`config.mk`:
```
export PLATFORM = sky130hd
export DESIGN_NAME = wsp_screen
export DESIGN_NICKNAME = d
export VERILOG_FILES = /design/src/rtl/core/wsp_pkg.sv /design/src/rtl/core/wsp_screen.sv
export SDC_FILE = /design/constraint.sdc
export NUM_CORES = 1
export LEC_CHECK = 0
export BUFFER_PORTS_ARGS = -buffer_cell sky130_fd_sc_hd__buf_4
export CAP_MARGIN = 30
export CORE_MARGIN = 5
export CORE_UTILIZATION = 61
export CTS_BUF_LIST = sky130_fd_sc_hd__clkbuf_4 sky130_fd_sc_hd__clkbuf_8
export CTS_CLUSTER_SIZE = 20
export DETAILED_ROUTE_END_ITERATION = 6
export MAX_ROUTING_LAYER = met4
export PLACE_DENSITY = 0.82
export SLEW_MARGIN = 20
export SYNTH_ARGS = -nofsm -noshare
export SYNTH_HDL_FRONTEND = slang
export SYNTH_SLANG_ARGS = --single-unit
```
`constraint.sdc`:
```
create_clock -name i_clk -period 7.35 [get_ports i_clk]
set_input_delay 0.3675 -clock i_clk [delete_from_list [all_inputs] [get_ports i_clk]]
set_output_delay 0.3675 -clock i_clk [all_outputs]
set_load 0.02 [all_outputs]
```
`src/rtl/core/wsp_pkg.sv`:
```
`default_nettype none
// ----------------------------------------------------------------------------
// wsp_pkg
// Shared types and constants for the world to screen projection pipeline.
// ----------------------------------------------------------------------------
package wsp_pkg;

    localparam int COORD_W   = 32;
    localparam int PROD_W    = 64;
    localparam int FRAC_W    = 16;
    localparam int CLIP_W    = 50;
    localparam int NUM_REGS  = 8;
    localparam int IDX_W     = 3;
    localparam int REG_W     = 64;
    localparam int DIV_STEPS = 32;
    localparam int CLIP_LAT  = 3;
    localparam int DIV_LAT   = DIV_STEPS + 2;
    localparam int SCR_LAT   = 2;
    localparam int TOTAL_LAT = CLIP_LAT + DIV_LAT + SCR_LAT;

    localparam int DEF_VIEW_WIDTH  = 1920;
    localparam int DEF_VIEW_HEIGHT = 1080;

    localparam logic signed [COORD_W-1:0] ONE_Q16 = 32'sd65536;
    localparam logic signed [COORD_W-1:0] Q_MAX   = 32'sh7FFF_FFFF;
    localparam logic signed [COORD_W-1:0] Q_MIN   = 32'sh8000_0000;

    typedef logic [NUM_REGS-1:0][REG_W-1:0] t_mat;

    typedef struct packed {
        logic signed [CLIP_W-1:0] x;
        logic signed [CLIP_W-1:0] y;
        logic signed [CLIP_W-1:0] z;
        logic signed [CLIP_W-1:0] w;
    } t_clip;

    typedef struct packed {
        logic signed [COORD_W-1:0] x;
        logic signed [COORD_W-1:0] y;
        logic signed [COORD_W-1:0] z;
    } t_ndc;

    // Identity matrix; register 7 first.
    localparam t_mat MAT_RESET = {
        64'h0001_0000_0000_0000, 64'h0, 64'h0000_0000_0001_0000, 64'h0,
        64'h0, 64'h0001_0000_0000_0000, 64'h0, 64'h0000_0000_0001_0000
    };

endpackage
`default_nettype wire

```
`src/rtl/core/wsp_screen.sv`:
```
`default_nettype none
// ----------------------------------------------------------------------------
// wsp_screen
// Viewport mapping, in-view test and zero-w defaults.
// ----------------------------------------------------------------------------
module wsp_screen #(
    parameter int VIEW_WIDTH  = wsp_pkg::DEF_VIEW_WIDTH,
    parameter int VIEW_HEIGHT = wsp_pkg::DEF_VIEW_HEIGHT
) (
    input  wire                                  i_clk,
    input  wire                                  i_rst_n,
    input  wire                                  i_valid,
    input  wire                                  i_wz,
    input  wsp_pkg::t_ndc                        i_ndc,
    output logic                                 o_valid,
    output logic signed [wsp_pkg::COORD_W-1:0]   o_screen_x,
    output logic signed [wsp_pkg::COORD_W-1:0]   o_screen_y,
    output logic signed [wsp_pkg::COORD_W-1:0]   o_depth_ndc,
    output logic                                 o_in_view,
    output logic                                 o_w_zero
);
    import wsp_pkg::*;

    localparam int OP_W = COORD_W + 2;
    localparam int WW   = $clog2(VIEW_WIDTH + 1) + 1;
    localparam int HW   = $clog2(VIEW_HEIGHT + 1) + 1;
    localparam int PXW  = OP_W + WW;
    localparam int PYW  = OP_W + HW;

    logic signed [OP_W-1:0] ox, oy;
    logic signed [PXW-1:0]  r_px, hx;
    logic signed [PYW-1:0]  r_py, hy;
    logic signed [COORD_W-1:0] r_nz;
    logic r_vis, r_wz, r_vld_a;
    logic signed [COORD_W-1:0] r_sx, r_sy, r_dz;
    logic r_iv, r_wz_o, r_vld_o;

    assign ox = OP_W'(i_ndc.x) + OP_W'(ONE_Q16);
    assign oy = OP_W'(ONE_Q16) - OP_W'(i_ndc.y);

    always_ff @(posedge i_clk) begin
        r_px  <= PXW'(ox) * PXW'(WW'(VIEW_WIDTH));
        r_py  <= PYW'(oy) * PYW'(HW'(VIEW_HEIGHT));
        r_nz  <= i_ndc.z;
        r_wz  <= i_wz;
        r_vis <= (i_ndc.x >= -ONE_Q16) && (i_ndc.x <= ONE_Q16) &&
                 (i_ndc.y >= -ONE_Q16) && (i_ndc.y <= ONE_Q16) &&
                 (i_ndc.z >= -ONE_Q16) && (i_ndc.z <= ONE_Q16);
    end

    // floor halving, then clamp to 32 bits
    assign hx = r_px >>> 1;
    assign hy = r_py >>> 1;

    always_ff @(posedge i_clk) begin
        if (r_wz) begin
            r_sx <= -ONE_Q16;
            r_sy <= -ONE_Q16;
            r_dz <= '0;
            r_iv <= 1'b1;
        end else begin
            r_sx <= (hx > PXW'(Q_MAX)) ? Q_MAX :
                    (hx < PXW'(Q_MIN)) ? Q_MIN : COORD_W'(hx);
            r_sy <= (hy > PYW'(Q_MAX)) ? Q_MAX :
                    (hy < PYW'(Q_MIN)) ? Q_MIN : COORD_W'(hy);
            r_dz <= r_nz;
            r_iv <= r_vis;
        end
        r_wz_o <= r_wz;
    end

    always_ff @(posedge i_clk) begin
        if (!i_rst_n) begin
            r_vld_a <= 1'b0;
            r_vld_o <= 1'b0;
        end else begin
            r_vld_a <= i_valid;
            r_vld_o <= r_vld_a;
        end
    end

    assign o_valid     = r_vld_o;
    assign o_screen_x  = r_sx;
    assign o_screen_y  = r_sy;
    assign o_depth_ndc = r_dz;
    assign o_in_view   = r_iv;
    assign o_w_zero    = r_wz_o;

endmodule
`default_nettype wire

```
==> flow_summary_export.csv <==
group,metric,value,unit
power_and_ir_drop,pwr_density_cell,320,mW/mm^2
timing,fmax,158,MHz
route,dr.pass1.iters,5,
timing,hold_viol_final,0,
clock_tree,cts.sink_count,208,
global_routing,gr-usage-all-layers,0.249,
route,wl,34400,um
worst_setup_path,critical_path.most_common_cell,"ha_1",
synth,syn_inst,1628,
die,initial_utilization,0.621,
route,drc,0,
worst_setup_path,rrSetupSlack,5.24,ns
timing,fin_crit_sh,0.862,
route,drtIter0Drc,646,
power_and_ir_drop,p_seq_frac,0.270,
die,die_area,0.0280,sq mm
clock_tree,cts_inserted_buffers,35,
synth,synthArstFlopShare,0,
power_and_ir_drop,switching_share,0.404,
worst_setup_path,worst_ep_arrival_time,6.78,ns
clock_tree,path_clk_slew,0.06,ns
synth,synth_nets,2028,
power_and_ir_drop,p_clk_frac,0.190,
die,die-width,167,um
clock_tree,h-tree-depth,2,
synth,syn_area,0.0151,sq mm
power_and_ir_drop,p_sw,2.33,mW
power_and_ir_drop,combinationalPowerShare,0.540,
timing,setup_slack,1.02,ns
synth,netlist_top_cells_count,"inv_1, dfxtp_1, ha_1",
placement,finalWeightedCongestion,0.909,
global_routing,grt_max_degree,38,
worst_setup_path,slowest_delay,0.54,ns
worst_setup_path,cp_top_family,"compound AO/OA/AOI/OAI gates",
worst_setup_path,critPathLaunchType,"primary input",
timing,rsz0062_at_grt,"no",
timing,tightest_slew,0.956,ns
route,avgRoutedWirePerCell,15.5,um
power_and_ir_drop,power_leakage,8.97,nW
clock_tree,post_cts_buffers,0,
clock_tree,clk_latency,0.53,ns
placement,dp_slack,0.891,ns
timing,setup_viol,0,
global_routing,grt_pass1_vias,12200,
layout,nets,2276,
power_and_ir_drop,p_int,3.44,mW
layout,drive_above_1_share,0.158,
die,fp.coreArea,0.0243,sq mm
synth,synth_flop_cell,"dfxtp_1",
clock_tree,clockBufferDepth,3,
worst_setup_path,critPathBufInv,5,
route,ant_nets,0,
timing,holdWs,0.0765,ns
min_path,hold_path_class,"primary input to register",
synth,synth.area.top_cells,"dfxtp_1, ha_1, fa_1",
outcome,status,"completed",
flow_run,drv_cap,0,
worst_setup_path,slowest_stage,"dlygate4sd3_1",
synth,synth_cell_types,73,
timing,fin_setup_tns,0,ns
clock_tree,hold_buffers,35,
synth,yosys_warnings,0,
timing,fin_crit,6.33,ns
clock_tree,cts_resized,0,
route,via_count,11800,
die,num_rows,57,
synth,netlist.top_cell.by_area,"dfxtp_1",
worst_setup_path,endpoint_kind,"register",
die,die_h,167,um
global_routing,antenna_found_initial,2,
power_and_ir_drop,peakVddDrop,0.000180,V
global_routing,grt_pass1_wl,57400,um
synth,synth_edf_count,0,
clock_tree,root_buffer,"clkbuf_8",
layout,syn2layout_area_growth,19.5,%
clock_tree,cts_tree,"done",
timing,skew,0.0336,ns
placement,port-buffer-count,198,
timing,finalMaxSlewViolations,0,
global_routing,overflow,0,
layout,fillers,1698,
die,io_pins,199,
worst_setup_path,critical_path.max_fanout,7,
worst_setup_path,worst_ep_required_time,7.80,ns
synth,syn_avg_cell_area,9.28,sq um
synth,ys_ff_latch,208,
route,via_per_inst,5.31,
timing,maxSlewHeadroom,0.354,
synth,yosysMostFrequentCell,"inv_1",
synth,ys_seq_area_frac,0.276,
synth,synth.top_cell.area_share,0.276,
placement,hpwl,27000,um
worst_setup_path,critical_path_class,"primary input to register",
metrics by stage:
| step | power [mW] | util | instance area, sq um | instances |
|---|---|---|---|---|
| 4_1_cts | 5.78 | 0.742 | 18000 | 2225 |
| 2_1_floorplan | 3.90 | - | 15100 | 1628 |
| 3_5_place_dp | 4.64 | 0.696 | 16900 | 2128 |
| 5_1_grt | 6.28 | 0.742 | 18100 | 2227 |
| 3_3_place_gp | 4.54 | 0.696 | 16900 | 2127 |
| 6_report | 5.78 | 0.742 | 18100 | 2227 |
per-layer routing:
| layer | routed length, um | track usage |
|---|---|---|
| met5 | 0 | - |
| met4 | 817 | 0.0723 |
| met3 | 1500 | 0.0304 |
| met2 | 18000 | 0.458 |
| met1 | 14100 | 0.283 |
final timing paths:
kind	cells past startpoint	endpoint	startpoint
max	25	r_py[42]	i_ndc[32]
min	2	r_vld_a	i_valid
max reg2reg	5	o_screen_x[26]	r_px[43]
min reg2reg	1	o_in_view	r_vis
sequential cells by signal, indices dropped and copies added (netlist names), 27 cells and up:
name and count:
r_py 42, r_px 38, o_depth_ndc 32, r_nz 32, o_screen_y 31, o_screen_x 27
power groups by stage:
stage | Combinational [mW] | Sequential (mW) | Clock (mW)
floorplan | 2.26 | 1.65 | 0
global placement | 2.97 | 1.57 | 0
detailed placement | 3.07 | 1.58 | 0
CTS | 3.11 | 1.56 | 1.11
global route | 3.52 | 1.58 | 1.17
finish | 3.12 | 1.56 | 1.10
cell usage in the layout (no fill, tap or decap), types with 6 or more instances in the layout:
| cell | n |
|---|---|
| a21o_1 | 45 |
| o21a_1 | 32 |
| nor2b_1 | 45 |
| xnor2_1 | 77 |
| nor2_1 | 49 |
| nand4_1 | 29 |
| dfxtp_1 | 208 |
| and4_1 | 7 |
| a31oi_1 | 10 |
| nand3_1 | 25 |
| clkbuf_8 | 42 |
| xor2_1 | 51 |
| and3_1 | 7 |
| nand2_1 | 110 |
| nand2b_1 | 6 |
| buf_4 | 205 |
| a21oi_1 | 72 |
| o21bai_1 | 12 |
| or2_2 | 7 |
| o21ai_0 | 30 |
| a211o_1 | 7 |
| nor4_1 | 23 |
| o211ai_1 | 11 |
| a211oi_1 | 14 |
| nor3_1 | 22 |
| or3_1 | 6 |
| clkbuf_4 | 9 |
| fa_1 | 104 |
| ha_1 | 196 |
| dlygate4sd3_1 | 35 |
| xnor2_2 | 7 |
| inv_1 | 304 |
area by class of cell:
cell class,count,area (sq um),share of cell area
multi-input cells,1087,9680,0.536
flip-flops and latches,208,4160,0.231
repair buffers,240,1890,0.105
inverters,304,1140,0.0632
clock buffers,51,646,0.0358
well taps,324,405,0.0225
clock inverters,11,128,0.00707
diodes,2,5.00,0.000277
cell families (layout without fill, tap and decap cells):
logic type | after synthesis | count (layout) | synth area share
compound gates | 284 | 284 | 0.129
xor+xnor | 135 | 135 | 0.0817
fa+ha+maj | 304 | 304 | 0.303
buf+inv | 333 | 606 | 0.0842
flops | 208 | 208 | 0.276
mux | 5 | 5 | 0.00331
other cells | 0 | 2 | 0
simple gates | 359 | 359 | 0.123
worst reg2reg max path, delay by kind of cell, from the launching register on:
family          cells  cell delay, ns
compound gates      1            0.16
buf+inv             1            0.21
flops               1            0.31
simple gates        3            1.24
(Power assumes the default switching activity.)
